===== config.mk =====
export PLATFORM = sky130hd
export DESIGN_NAME = gait_cycle_statistics
export DESIGN_NICKNAME = d
export VERILOG_FILES = /design/src/sv/gcs_pkg.sv /design/src/sv/gcs_front.sv /design/src/sv/gcs_queue.sv /design/src/sv/gcs_div.sv /design/src/sv/gcs_back.sv /design/src/sv/gait_cycle_statistics.sv
export VERILOG_INCLUDE_DIRS = /design/src /design/src/sv
export SDC_FILE = /design/constraint.sdc
export NUM_CORES = 1
export LEC_CHECK = 0
export BUFFER_PORTS_ARGS = -buffer_cell sky130_fd_sc_hd__buf_2
export CORE_MARGIN = 10
export CORE_UTILIZATION = 46
export CTS_CLUSTER_DIAMETER = 40
export DETAILED_ROUTE_END_ITERATION = 8
export PLACE_DENSITY_LB_ADDON = 0.25
export SYNTH_ARGS = -nofsm -noshare
export SYNTH_HDL_FRONTEND = slang
export SYNTH_SLANG_ARGS = --single-unit

===== constraint.sdc =====
create_clock -name clock -period 9.2 [get_ports clock]
set_input_delay 2.76 -clock clock [delete_from_list [all_inputs] [get_ports clock]]
set_output_delay 2.76 -clock clock [all_outputs]
set_load 0.03 [all_outputs]

===== src/sv/assert_macros.svh =====
// Assertion macros used by the top level of the gait cycle statistics block.
`ifndef ASSERT_MACROS_SVH
`define ASSERT_MACROS_SVH

`ifndef SYNTHESIS

// The expression must hold at every clock edge outside reset.
`define GCS_ASSERT_ALWAYS(label, clk, rst, expr, msg) \
   label: assert property (@(posedge clk) disable iff (rst) (expr)) else $error(msg);

// The consequent must hold in the same cycle as the antecedent.
`define GCS_ASSERT_IMPLIES(label, clk, rst, ante, cons, msg) \
   label: assert property (@(posedge clk) disable iff (rst) (ante) |-> (cons)) \
      else $error(msg);

// The consequent must hold in the cycle after the antecedent.
`define GCS_ASSERT_NEXT(label, clk, rst, ante, cons, msg) \
   label: assert property (@(posedge clk) disable iff (rst) (ante) |=> (cons)) \
      else $error(msg);

`else

`define GCS_ASSERT_ALWAYS(label, clk, rst, expr, msg)
`define GCS_ASSERT_IMPLIES(label, clk, rst, ante, cons, msg)
`define GCS_ASSERT_NEXT(label, clk, rst, ante, cons, msg)

`endif

`endif


===== src/sv/gcs_pkg.sv =====
// Types and constants of the gait cycle statistics block.
`default_nettype none

package gcs_pkg;

   localparam int SAMPLE_BITS    = 16;
   localparam int MAX_COUNT      = 4095;
   localparam int COUNT_BITS     = $clog2(MAX_COUNT + 1);
   localparam int SUM_BITS       = 32;
   localparam int LENGTH_BITS    = 12;
   localparam int AMP_BITS       = 15;
   localparam int QUEUE_DEPTH    = 2;
   localparam int QUEUE_PTR_BITS = 1;
   localparam int DIV_STEP_BITS  = $clog2(SUM_BITS);

   typedef struct packed {
      logic signed [SAMPLE_BITS-1:0] angle;
      logic signed [SAMPLE_BITS-1:0] velocity;
   } req_type;

   typedef struct packed {
      logic                          cycle_end;
      logic signed [SAMPLE_BITS-1:0] mean_angle;
      logic signed [SAMPLE_BITS-1:0] mean_velocity;
      logic [LENGTH_BITS-1:0]        cycle_length;
      logic [AMP_BITS-1:0]           angle_amplitude;
      logic [AMP_BITS-1:0]           velocity_amplitude;
   } rsp_type;

   // One classified sample handed from the front end to the back end.
   typedef struct packed {
      logic                       boundary;
      logic signed [SUM_BITS-1:0] angle_sum;
      logic signed [SUM_BITS-1:0] velocity_sum;
      logic [COUNT_BITS-1:0]      count;
      logic [AMP_BITS-1:0]        angle_amp;
      logic [AMP_BITS-1:0]        velocity_amp;
   } job_type;

   typedef struct packed {
      logic full;
      logic empty;
   } q_status_type;

   typedef enum logic [1:0] {
      BACK_IDLE,
      BACK_DIVIDE,
      BACK_FINISH
   } back_state_type;

endpackage

`default_nettype wire


===== src/sv/gcs_front.sv =====
// Front end: accepts samples, detects cycle boundaries and keeps the running sums.
`default_nettype none

module gcs_front
   import gcs_pkg::*;
(
   input  wire          clock,
   input  wire          reset,
   input  wire          req_valid,
   output logic         req_ready,
   input  wire req_type req_data,
   input  wire q_status_type q_status,
   output logic         push,
   output job_type      push_job
);

   logic [COUNT_BITS-1:0]         count_ff, count_in;
   logic [COUNT_BITS-1:0]         last_period_ff, last_period_in;
   logic signed [SUM_BITS-1:0]    angle_sum_ff, angle_sum_in;
   logic signed [SUM_BITS-1:0]    velocity_sum_ff, velocity_sum_in;
   logic signed [SAMPLE_BITS-1:0] angle_max_ff, angle_max_in;
   logic signed [SAMPLE_BITS-1:0] angle_min_ff, angle_min_in;
   logic signed [SAMPLE_BITS-1:0] velocity_max_ff, velocity_max_in;
   logic signed [SAMPLE_BITS-1:0] velocity_min_ff, velocity_min_in;
   logic signed [SAMPLE_BITS-1:0] prev_velocity_ff, prev_velocity_in;

   logic                          boundary;
   logic [SAMPLE_BITS:0]          angle_span;
   logic [SAMPLE_BITS:0]          velocity_span;
   logic signed [SUM_BITS-1:0]    angle_ext;
   logic signed [SUM_BITS-1:0]    velocity_ext;

   assign req_ready = !q_status.full;
   assign push      = req_valid && req_ready;

   always_comb begin
      boundary = req_data.velocity[SAMPLE_BITS-1] && !prev_velocity_ff[SAMPLE_BITS-1] &&
                 (prev_velocity_ff != '0) &&
                 ({count_ff, 1'b0} > {1'b0, last_period_ff});

      // Max is never below zero and min never above, so the span is non-negative.
      angle_span    = {angle_max_ff[SAMPLE_BITS-1], angle_max_ff} -
                      {angle_min_ff[SAMPLE_BITS-1], angle_min_ff};
      velocity_span = {velocity_max_ff[SAMPLE_BITS-1], velocity_max_ff} -
                      {velocity_min_ff[SAMPLE_BITS-1], velocity_min_ff};

      angle_ext    = {{(SUM_BITS-SAMPLE_BITS){req_data.angle[SAMPLE_BITS-1]}}, req_data.angle};
      velocity_ext = {{(SUM_BITS-SAMPLE_BITS){req_data.velocity[SAMPLE_BITS-1]}},
                      req_data.velocity};

      push_job.boundary     = boundary;
      push_job.angle_sum    = angle_sum_ff;
      push_job.velocity_sum = velocity_sum_ff;
      push_job.count        = count_ff;
      push_job.angle_amp    = angle_span[AMP_BITS:1];
      push_job.velocity_amp = velocity_span[AMP_BITS:1];
   end

   always_comb begin
      count_in         = count_ff;
      last_period_in   = last_period_ff;
      angle_sum_in     = angle_sum_ff;
      velocity_sum_in  = velocity_sum_ff;
      angle_max_in     = angle_max_ff;
      angle_min_in     = angle_min_ff;
      velocity_max_in  = velocity_max_ff;
      velocity_min_in  = velocity_min_ff;
      prev_velocity_in = prev_velocity_ff;
      if (push) begin
         prev_velocity_in = req_data.velocity;
         if (boundary) begin
            last_period_in  = count_ff;
            count_in        = '0;
            angle_sum_in    = '0;
            velocity_sum_in = '0;
            angle_max_in    = '0;
            angle_min_in    = '0;
            velocity_max_in = '0;
            velocity_min_in = '0;
         end else begin
            if (count_ff < COUNT_BITS'(MAX_COUNT)) begin
               count_in        = count_ff + 1'b1;
               angle_sum_in    = angle_sum_ff + angle_ext;
               velocity_sum_in = velocity_sum_ff + velocity_ext;
            end
            if (req_data.angle > angle_max_ff) angle_max_in = req_data.angle;
            if (req_data.angle < angle_min_ff) angle_min_in = req_data.angle;
            if (req_data.velocity > velocity_max_ff) velocity_max_in = req_data.velocity;
            if (req_data.velocity < velocity_min_ff) velocity_min_in = req_data.velocity;
         end
      end
   end

   always_ff @(posedge clock) begin
      if (reset) begin
         count_ff         <= '0;
         last_period_ff   <= '0;
         angle_sum_ff     <= '0;
         velocity_sum_ff  <= '0;
         angle_max_ff     <= '0;
         angle_min_ff     <= '0;
         velocity_max_ff  <= '0;
         velocity_min_ff  <= '0;
         prev_velocity_ff <= '0;
      end else begin
         count_ff         <= count_in;
         last_period_ff   <= last_period_in;
         angle_sum_ff     <= angle_sum_in;
         velocity_sum_ff  <= velocity_sum_in;
         angle_max_ff     <= angle_max_in;
         angle_min_ff     <= angle_min_in;
         velocity_max_ff  <= velocity_max_in;
         velocity_min_ff  <= velocity_min_in;
         prev_velocity_ff <= prev_velocity_in;
      end
   end

endmodule

`default_nettype wire


===== src/sv/gcs_queue.sv =====
// Short job queue between the front end and the back end.
`default_nettype none

module gcs_queue
   import gcs_pkg::*;
(
   input  wire          clock,
   input  wire          reset,
   input  wire          push,
   input  wire job_type push_job,
   input  wire          pop,
   output job_type      head_job,
   output q_status_type status
);

   job_type                   entries_ff [QUEUE_DEPTH];
   logic [QUEUE_PTR_BITS-1:0] wr_ptr_ff, wr_ptr_in;
   logic [QUEUE_PTR_BITS-1:0] rd_ptr_ff, rd_ptr_in;
   logic [QUEUE_PTR_BITS:0]   fill_ff, fill_in;

   assign head_job     = entries_ff[rd_ptr_ff];
   assign status.full  = (fill_ff == (QUEUE_PTR_BITS+1)'(QUEUE_DEPTH));
   assign status.empty = (fill_ff == '0);

   always_comb begin
      wr_ptr_in = wr_ptr_ff;
      rd_ptr_in = rd_ptr_ff;
      fill_in   = fill_ff;
      if (push) begin
         wr_ptr_in = (wr_ptr_ff == QUEUE_PTR_BITS'(QUEUE_DEPTH-1)) ? '0 : wr_ptr_ff + 1'b1;
      end
      if (pop) begin
         rd_ptr_in = (rd_ptr_ff == QUEUE_PTR_BITS'(QUEUE_DEPTH-1)) ? '0 : rd_ptr_ff + 1'b1;
      end
      if (push && !pop) begin
         fill_in = fill_ff + 1'b1;
      end else if (pop && !push) begin
         fill_in = fill_ff - 1'b1;
      end
   end

   always_ff @(posedge clock) begin
      if (reset) begin
         wr_ptr_ff <= '0;
         rd_ptr_ff <= '0;
         fill_ff   <= '0;
      end else begin
         wr_ptr_ff <= wr_ptr_in;
         rd_ptr_ff <= rd_ptr_in;
         fill_ff   <= fill_in;
      end
   end

   always_ff @(posedge clock) begin
      if (push) begin
         entries_ff[wr_ptr_ff] <= push_job;
      end
   end

endmodule

`default_nettype wire


===== src/sv/gcs_div.sv =====
// Serial signed divider: sum divided by sample count, one quotient bit per cycle.
`default_nettype none

module gcs_div
   import gcs_pkg::*;
(
   input  wire                          clock,
   input  wire                          reset,
   input  wire                          start,
   input  wire signed [SUM_BITS-1:0]    dividend,
   input  wire [COUNT_BITS-1:0]         divisor,
   output logic                         done,
   output logic signed [SAMPLE_BITS-1:0] quotient
);

   logic                     busy_ff, busy_in;
   logic                     done_ff, done_in;
   logic                     neg_ff, neg_in;
   logic [DIV_STEP_BITS-1:0] step_ff, step_in;
   logic [SUM_BITS-1:0]      quo_ff, quo_in;
   logic [COUNT_BITS-1:0]    rem_ff, rem_in;
   logic [COUNT_BITS-1:0]    divisor_ff, divisor_in;

   logic [COUNT_BITS:0]      rem_shift;
   logic [COUNT_BITS:0]      rem_sub;
   logic                     fits;
   logic [SUM_BITS-1:0]      signed_quo;

   assign done       = done_ff;
   assign signed_quo = neg_ff ? (~quo_ff + 1'b1) : quo_ff;
   assign quotient   = signed_quo[SAMPLE_BITS-1:0];

   always_comb begin
      rem_shift  = {rem_ff, quo_ff[SUM_BITS-1]};
      rem_sub    = rem_shift - {1'b0, divisor_ff};
      fits       = (rem_shift >= {1'b0, divisor_ff});
      busy_in    = busy_ff;
      done_in    = 1'b0;
      neg_in     = neg_ff;
      step_in    = step_ff;
      quo_in     = quo_ff;
      rem_in     = rem_ff;
      divisor_in = divisor_ff;
      if (start) begin
         busy_in    = 1'b1;
         neg_in     = dividend[SUM_BITS-1];
         step_in    = '0;
         quo_in     = dividend[SUM_BITS-1] ? (~dividend + 1'b1) : dividend;
         rem_in     = '0;
         divisor_in = divisor;
      end else if (busy_ff) begin
         quo_in  = {quo_ff[SUM_BITS-2:0], fits};
         rem_in  = fits ? rem_sub[COUNT_BITS-1:0] : rem_shift[COUNT_BITS-1:0];
         step_in = step_ff + 1'b1;
         if (step_ff == DIV_STEP_BITS'(SUM_BITS-1)) begin
            busy_in = 1'b0;
            done_in = 1'b1;
         end
      end
   end

   always_ff @(posedge clock) begin
      if (reset) begin
         busy_ff <= 1'b0;
         done_ff <= 1'b0;
         step_ff <= '0;
      end else begin
         busy_ff <= busy_in;
         done_ff <= done_in;
         step_ff <= step_in;
      end
   end

   always_ff @(posedge clock) begin
      neg_ff     <= neg_in;
      quo_ff     <= quo_in;
      rem_ff     <= rem_in;
      divisor_ff <= divisor_in;
   end

endmodule

`default_nettype wire


===== src/sv/gcs_back.sv =====
// Back end: computes the cycle means, keeps the latched statistics, drives the results.
`default_nettype none

module gcs_back
   import gcs_pkg::*;
(
   input  wire          clock,
   input  wire          reset,
   input  wire          q_empty,
   input  wire job_type head_job,
   output logic         pop,
   output logic         div_start,
   output logic         div_done,
   output logic         rsp_valid,
   input  wire          rsp_ready,
   output rsp_type      rsp_data
);

   back_state_type state_ff, state_in;
   rsp_type        lat_ff, lat_in;
   rsp_type        rsp_data_ff, rsp_data_in;
   logic           rsp_valid_ff, rsp_valid_in;

   logic           out_free;
   logic           load_plain;
   logic           load_cycle;
   logic           done_velocity;
   logic signed [SAMPLE_BITS-1:0] quo_angle;
   logic signed [SAMPLE_BITS-1:0] quo_velocity;
   rsp_type        cycle_stats;

   gcs_div u_div_angle (
      .clock    (clock),
      .reset    (reset),
      .start    (div_start),
      .dividend (head_job.angle_sum),
      .divisor  (head_job.count),
      .done     (div_done),
      .quotient (quo_angle)
   );

   gcs_div u_div_velocity (
      .clock    (clock),
      .reset    (reset),
      .start    (div_start),
      .dividend (head_job.velocity_sum),
      .divisor  (head_job.count),
      .done     (done_velocity),
      .quotient (quo_velocity)
   );

   assign out_free  = !rsp_valid_ff || rsp_ready;
   assign rsp_valid = rsp_valid_ff;
   assign rsp_data  = rsp_data_ff;

   // Next state.
   always_comb begin
      state_in = state_ff;
      case (state_ff)
         BACK_IDLE: begin
            if (!q_empty && head_job.boundary) state_in = BACK_DIVIDE;
         end
         BACK_DIVIDE: begin
            if (div_done && done_velocity) state_in = BACK_FINISH;
         end
         BACK_FINISH: begin
            if (out_free) state_in = BACK_IDLE;
         end
         default: state_in = BACK_IDLE;
      endcase
   end

   // Control outputs.
   always_comb begin
      div_start  = 1'b0;
      load_plain = 1'b0;
      load_cycle = 1'b0;
      case (state_ff)
         BACK_IDLE: begin
            div_start  = !q_empty && head_job.boundary;
            load_plain = !q_empty && !head_job.boundary && out_free;
         end
         BACK_DIVIDE: begin
         end
         BACK_FINISH: begin
            load_cycle = out_free;
         end
         default: begin
         end
      endcase
      pop = load_plain || load_cycle;
   end

   always_comb begin
      cycle_stats.cycle_end          = 1'b1;
      cycle_stats.mean_angle         = (head_job.count == '0) ? '0 : quo_angle;
      cycle_stats.mean_velocity      = (head_job.count == '0) ? '0 : quo_velocity;
      cycle_stats.cycle_length       = LENGTH_BITS'(head_job.count);
      cycle_stats.angle_amplitude    = head_job.angle_amp;
      cycle_stats.velocity_amplitude = head_job.velocity_amp;

      lat_in       = lat_ff;
      rsp_data_in  = rsp_data_ff;
      rsp_valid_in = rsp_valid_ff && !rsp_ready;
      if (load_cycle) begin
         lat_in       = cycle_stats;
         rsp_data_in  = cycle_stats;
         rsp_valid_in = 1'b1;
      end else if (load_plain) begin
         rsp_data_in           = lat_ff;
         rsp_data_in.cycle_end = 1'b0;
         rsp_valid_in          = 1'b1;
      end
   end

   always_ff @(posedge clock) begin
      if (reset) begin
         state_ff     <= BACK_IDLE;
         rsp_valid_ff <= 1'b0;
         lat_ff       <= '0;
      end else begin
         state_ff     <= state_in;
         rsp_valid_ff <= rsp_valid_in;
         lat_ff       <= lat_in;
      end
   end

   always_ff @(posedge clock) begin
      rsp_data_ff <= rsp_data_in;
   end

endmodule

`default_nettype wire


===== src/sv/gait_cycle_statistics.sv =====
// Top level of the gait cycle statistics block.
//
//   Channel  Direction  Handshake              Payload
//   req      in         req_valid/req_ready    req_data (angle, velocity)
//   rsp      out        rsp_valid/rsp_ready    rsp_data (cycle_end, means, length, amplitudes)
//
// A plain sample's result passes through the queue and then the result register when the back end is idle;
// a sample that closes a cycle also waits for the two 32-step serial dividers to compute its means.
// The front end accepts up to two samples ahead of the back end through the queue.
// Reset is synchronous and active high and clears all control and statistics state.
// A stall on rsp holds the result register; the front end stalls only on a full queue.
`default_nettype none
`include "assert_macros.svh"

module gait_cycle_statistics
   import gcs_pkg::*;
(
   input  wire          clock,
   input  wire          reset,
   input  wire          req_valid,
   output logic         req_ready,
   input  wire req_type req_data,
   output logic         rsp_valid,
   input  wire          rsp_ready,
   output rsp_type      rsp_data
);

   // Classified samples travel from the front end to the back end as jobs.
   logic         push;
   logic         pop;
   job_type      push_job;
   job_type      head_job;
   q_status_type q_status;
   logic         div_start;
   logic         div_done;
   logic         length_ok;

   // The front end owns the boundary test and all running accumulators, so every
   // decision about a sample is made in the cycle it is transferred.
   gcs_front u_front (
      .clock     (clock),
      .reset     (reset),
      .req_valid (req_valid),
      .req_ready (req_ready),
      .req_data  (req_data),
      .q_status  (q_status),
      .push      (push),
      .push_job  (push_job)
   );

   gcs_queue u_queue (
      .clock    (clock),
      .reset    (reset),
      .push     (push),
      .push_job (push_job),
      .pop      (pop),
      .head_job (head_job),
      .status   (q_status)
   );

   // The back end leaves a boundary job at the queue head until its means are
   // done, then releases it in the cycle the result register is loaded.
   gcs_back u_back (
      .clock     (clock),
      .reset     (reset),
      .q_empty   (q_status.empty),
      .head_job  (head_job),
      .pop       (pop),
      .div_start (div_start),
      .div_done  (div_done),
      .rsp_valid (rsp_valid),
      .rsp_ready (rsp_ready),
      .rsp_data  (rsp_data)
   );

   // A closed cycle always holds at least one sample.
   assign length_ok = !(rsp_valid && rsp_data.cycle_end) || (rsp_data.cycle_length != '0);

   `GCS_ASSERT_IMPLIES(a_no_overflow, clock, reset, push, !q_status.full, "queue overflow")
   `GCS_ASSERT_IMPLIES(a_no_underflow, clock, reset, pop, !q_status.empty, "queue underflow")
   `GCS_ASSERT_IMPLIES(a_start_ok, clock, reset, div_start, head_job.boundary && !pop, "bad start")
   `GCS_ASSERT_ALWAYS(a_cycle_length, clock, reset, length_ok, "cycle closed with zero length")
   `GCS_ASSERT_NEXT(a_div_hold, clock, reset, div_start, !pop && !div_done, "released early")

endmodule

`default_nettype wire

Yosys cells after proc, flatten, opt, wreduce, memory -nomap -nowiden

Memories as Yosys holds them, arrays and structs flattened. A register that Yosys moved wholly into a read port is not among the register bits.
Cells that the tools add are included.
Widths: inputs -> output; s select.

$add $sub $neg: 17
$mul: 0
Div/mod/pow operators: 0
Order comparisons: 8
Eq/ne operators: 8
Shifts and indexed selects: 0
Mux-type cells: 53
Bitwise logic cells: 6
Reduce and logical (&&, ||, !) cells: 44

Operators with widths:

| operator              | number |
|---|---|
| $mux 32               | 10 |
| $mux 16               | 12 |
| $mux 74               | 2 |
| $add 32x1->32 const B | 2 |
| $add 32x16->32        | 2 |
| $not 32->32           | 2 |
| $mux 12               | 4 |
| $add 16x1->16 const B | 2 |
| $gt 16x16->1          | 2 |
| $lt 16x16->1          | 2 |
| $not 16->16           | 2 |
| $sub 16x16->16        | 2 |
| $ge 13x12->1          | 2 |
| $sub 12x12->12        | 2 |
| $mux 1                | 19 |
| $reduce_bool 2->1     | 9 |
| $reduce_bool 16->1    | 1 |
| $gt 13x12->1          | 1 |
| $add 12x1->12 const B | 1 |
| $logic_not 12->1      | 1 |
| $lt 12x12->1 const B  | 1 |
| $reduce_and 2->1      | 6 |
| $logic_and 1x1->1     | 11 |
| $add 5x1->5 const B   | 2 |
| other kinds (16)      | 36 |

Bits in registers: 440
Bits in latches: 0
Bits in writable memories: 214
ROM bits: 0
Bits of input ports: 36
Output and inout bits: 77
Memories kept: 1

Memory list:

| memory             | words | width | read ports | clocked after memory_dff | write ports | line            | text |
|---|---|---|---|---|---|---|---|
| u_queue.entries_ff | 2     | 107   | 1          | 1                        | 1           | gcs_queue.sv:16 | `job_type entries_ff [QUEUE_DEPTH];` |

Longest topological paths before layout

Depth in word-level cells: 9
Gate-level depth with buffers: 19
Gate-level depth less buffers: 13

Cells and area by module

From an unflattened synthesis, not the netlist that was laid out.

Cell total of the unflattened synthesis: 3,267
Area total of the unflattened synthesis: 34,614.4 um^2

Modules (own cells, without submodules):

| module                           | instances | cells an instance | area each (um^2) |
|---|---|---|---|
| gcs_front                        | 1         | 1,488             | 12,335.6 |
| gcs_queue                        | 1         | 355               | 8,040.2 |
| gcs_back                         | 1         | 525               | 5,866.9 |
| gcs_div at u_back.u_div_velocity | 1         | 471               | 4,299.1 |
| gcs_div at u_back.u_div_angle    | 1         | 428               | 4,072.7 |

Least setup slack after synthesis

No wires, ideal clock.

Path type: input -> register
From: in req_valid
To: mem u_queue.entries_ff[0][0] (netlist bit), enable pin
Library setup time: 574 ps
Arrival time: 7,795 ps
Setup slack: 831 ps
Stages: 4
Buffers on the path: 2
Path through: nand2_2 -> clkbuf_1 -> buf_1 -> nor2_1

Cells in the longest elaborated chain, start to end: 3

RTL lines:

| element                      | line                        | text |
|---|---|---|
| start: declaration           | gait_cycle_statistics.sv:20 | `input wire req_valid,` |
| $logic_and 1x1->1            | gcs_front.sv:34             | `assign push = req_valid && req_ready;` |
| $mux 1                       | gcs_queue.sv:55             | `if (push) begin` |
| $mux 1 (not written as such) | gcs_queue.sv:56             | `entries_ff[wr_ptr_ff] <= push_job;` |
| end: declaration             | gcs_queue.sv:16             |  |

No other way between the ends.

Worst setup path in the final report

From: in req_data[15] (netlist bit)
To: reg u_front.velocity_min_ff[1]

Cells in the longest elaborated chain, start to end: 5
Elaborated cells between the ends (all ways): 7
Those cells by class: 1 x order compare; 1 x mux; 5 x reduce/logical

RTL lines:

| element                                                              | line                        | text |
|---|---|---|
| start: declaration                                                   | gait_cycle_statistics.sv:22 | `input wire req_type req_data,` |
| parallel branches: the longest is 5 deep, another holds $lt 16x16->1 | --                          |  |
| end signal: assignment                                               | gcs_front.sv:113            | `velocity_min_ff <= velocity_min_in;` |
| end: declaration                                                     | gcs_front.sv:24             | `logic signed [SAMPLE_BITS-1:0] velocity_min_ff, velocity_min_in;` |

Several ways; the timed one is not identified.
A chain may end at the register's enable or synchronous reset.

==> flow_summary.json <==
{
  "synth-seq-cells": 655,
  "clkPwrFrac_pct": 29.8,
  "cpPeakStageDelay_ns": 0.94,
  "drcViolationCount": 0,
  "synth_top_family_by_area": "compound AO/OA/AOI/OAI gates",
  "status": "completed",
  "slew_headroom_pct": 21.8,
  "num_antenna_cells": 0,
  "seq_area_frac_synth_pct": 51.2,
  "clock_path_buffers": 3,
  "fin_crit_ns": 5.27,
  "timing.final.crit_share_pct": 57.3,
  "synth.most_common_cell": "edfxtp_1",
  "io_buffer_count": 112,
  "yosysTopAreaCellShare_pct": 33.6,
  "worstMarginPinSlew_ns": 1.17,
  "cp_data_arrival_time_ns": 5.82,
  "synthesis.area_um2": 32800,
  "globalRouteTotalUtil_pct": 18.4,
  "ff_latch_area_um2": 16800,
  "design_area_um2": 37600,
  "setup_viol": 0,
  "cts_inserted_buffers": 99,
  "hold_violations": 0,
  "crit_buf_inv": 1,
  "fp.dieH_um": 287,
  "drt_first_pass_iters": 5,
  "viasPerCell": 5.46,
  "rsz0062_at_grt": "false",
  "synth-xor-area-share_pct": 5.29,
  "synth_ff_type": "edfxtp_1",
  "gp_congestion": 0.881,
  "clk_latency_ns": 0.64,
  "hold_buffers": 0,
  "rows": 97,
  "antenna_found_initial": 3,
  "gr-total-overflow": 0,
  "fin_skew_ns": 0.0224,
  "r2r_slack_ns": 4.98,
  "clock_sinks": 655,
  "synth_edf_count": 366,
  "grt_pass1_vias": 23091,
  "avgSynthCellArea_um2": 10.5,
  "fillCellCount": 6112,
  "cts_resized": 0,
  "syn_inst": 3117,
  "multi_input_area_um2": 14900,
  "power_frac_comb_pct": 34.0,
  "drv_cap": 0,
  "worst_hold_slack_ns": 0.445,
  "yosys-top-cells-area": "edfxtp_1 34%, dfxtp_1 18%, ha_1 7.5%",
  "dieArea_um2": 82300,
  "cts_setup_buffers": 0,
  "coreArea_um2": 70300,
  "synthMuxAreaShare_pct": 3.95,
  "cpMostUsedCell": "a21oi_1",
  "slew_violations": 0,
  "drt-total-wl_um": 76800,
  "criticalPathCategory": "in2reg",
  "drtIter0Drc": 1427,
  "cts_tree": "done",
  "synth_compound_area_share_pct": 15.1,
  "hpwl_um": 54500,
  "cts-root-buf": "clkbuf_16",
  "cp.required_ns": 9.74,
  "synthArstFlopShare_pct": 0,
  "path_clk_slew_ns": 0.05,
  "postRouteAntennaNets": 0,
  "setup_tns_ns": 0,
  "swShare_pct": 36.2,
  "synth_fa_ha_area_share_pct": 7.89,
  "syn_nets": 3356,
  "power.density_nw_per_um2": 339,
  "yosys.area_share.simple_pct": 13.0,
  "ys_types": 100,
  "crit_fanout": 28,
  "placed_cell_area_um2": 34200,
  "start_kind": "input port",
  "power_frac_seq_pct": 36.2,
  "ios": 113,
  "dr_total_vias": 23247,
  "yosys.area.top_type": "edfxtp_1",
  "critPathTopFamily": "simple AND/OR/NAND/NOR gates",
  "syn2layout_area_growth_pct": 14.9,
  "ir_drop_mv": 0.187,
  "crit_path_cell_trace": "buf_2 > and4b_1 > nand2_1 > a21oi_1 > nor2_2 > or3_1 > a21oi_1",
  "synthTopCellsByCount": "366 x edfxtp_1, 305 x nand2_1, 289 x dfxtp_1, 220 x nor2_1, 209 x o21ai_0",
  "nets": 3468,
  "grt_max_degree": 101,
  "grt_pass1_wl_um": 123000,
  "min_path_type": "reg2reg",
  "die_x_um": 287,
  "leakagePower_nw": 14.7,
  "drt-wirelength-per-cell_um": 18.0,
  "drive_gt1_share_pct": 12.0,
  "p_int_mw": 8.15,
  "slowest_stage": "a21oi_1",
  "yosysWarnings": 0,
  "final_cells": 4255,
  "endpoint_kind": "register",
  "cts_max_level": 3,
  "max_freq_mhz": 190,
  "switchingPower_mw": 4.62,
  "initial_utilization_pct": 46.6,
  "dp.cells": 4068
}
[placed cells by master, fill, tap and decap left out, types with 28 or more instances in the layout]
cell type / instances
ha_1: 197
clkbuf_16: 105
nand3_1: 33
a21oi_1: 196
edfxtp_1: 366
nor3_1: 46
nor2b_1: 102
inv_1: 157
buf_2: 111
xor2_1: 95
a22o_1: 37
dfxtp_1: 288
nor2_1: 218
o21ai_0: 209
o21ai_1: 38
xnor2_1: 103
mux2i_1: 111
nand2_1: 303
nand2b_1: 28
a21o_1: 55
a22oi_1: 38
[worst min-delay path, delay by kind of cell, from the launching register on]
kind,cells,cell delay (ns)
flip-flops,1,0.31
AND/OR/NAND/NOR,2,0.09
[layout make-up]
type                    count  share of cell area, %
multi-input cells        2179                   39.5
flip-flops and latches    655                   44.6
clock buffers             120                   7.27
repair buffers            134                   1.95
well taps                 940                   3.13
inverters                 160                   1.60
clock inverters            67                   1.91
[power by group through the flow]
stage          combinational (mW)  sequential (mW)  clock, mW
4_1_cts                      4.36             4.62       3.88
3_3_place_gp                 4.23             4.63          0
2_1_floorplan                3.22             4.67          0
5_1_grt                      4.86             4.71       4.02
3_5_place_dp                 4.34             4.67          0
6_report                     4.34             4.62       3.81
[through the flow]
step	total power, mW	utilization (%)	setup slack (ns)
detailed placement	9.01	48.6	3.25
finish	12.8	53.5	3.93
global placement	8.86	48.6	3.46
floorplan	7.89	-	0.831
CTS	12.9	53.5	3.93
global route	13.6	53.5	3.65
[path summary, 6_finish.rpt]
check	end	depth (start not counted)	from
max	u_front.velocity_min_ff[1]	7	req_data[15]
min	u_back.rsp_data[74]	2	u_back.rsp_data[74]
max reg2reg	u_back.u_div_angle.quo_ff[28]	12	register
min reg2reg	u_back.rsp_data[74]	2	u_back.rsp_data[74]
[per-layer routing]
metal / GRT usage, % / vias up / part of all wire, %
met4: 6.94 / 0 / 3.0
met2: 29.6 / 554 / 45
met3: 3.62 / 153 / 5.6
met1: 24.3 / 11041 / 46
met5: 0 / - / 0
li1: - / 11499 / -
[sequential cells by signal, summed over array words and instances (netlist names), 16 cells and up, named ones only]
signal / count
u_queue.entries_ff: 214
u_back.rsp_data: 75
u_back.lat_ff: 74
u_back.u_div_angle.quo_ff: 32
u_back.u_div_velocity.quo_ff: 32
u_front.angle_sum_ff: 32
u_front.velocity_sum_ff: 32
u_front.angle_max_ff: 16
u_front.angle_min_ff: 16
u_front.prev_velocity_ff: 16
u_front.velocity_max_ff: 16
u_front.velocity_min_ff: 16
[cell families after synthesis]
logic type      count (synthesis)
mux                           125
simple gates                  883
xor+xnor                      198
flops                         655
fa+ha+maj                     203
compound gates                770
buf+inv                       283
Power figures use the tool's default switching activity.
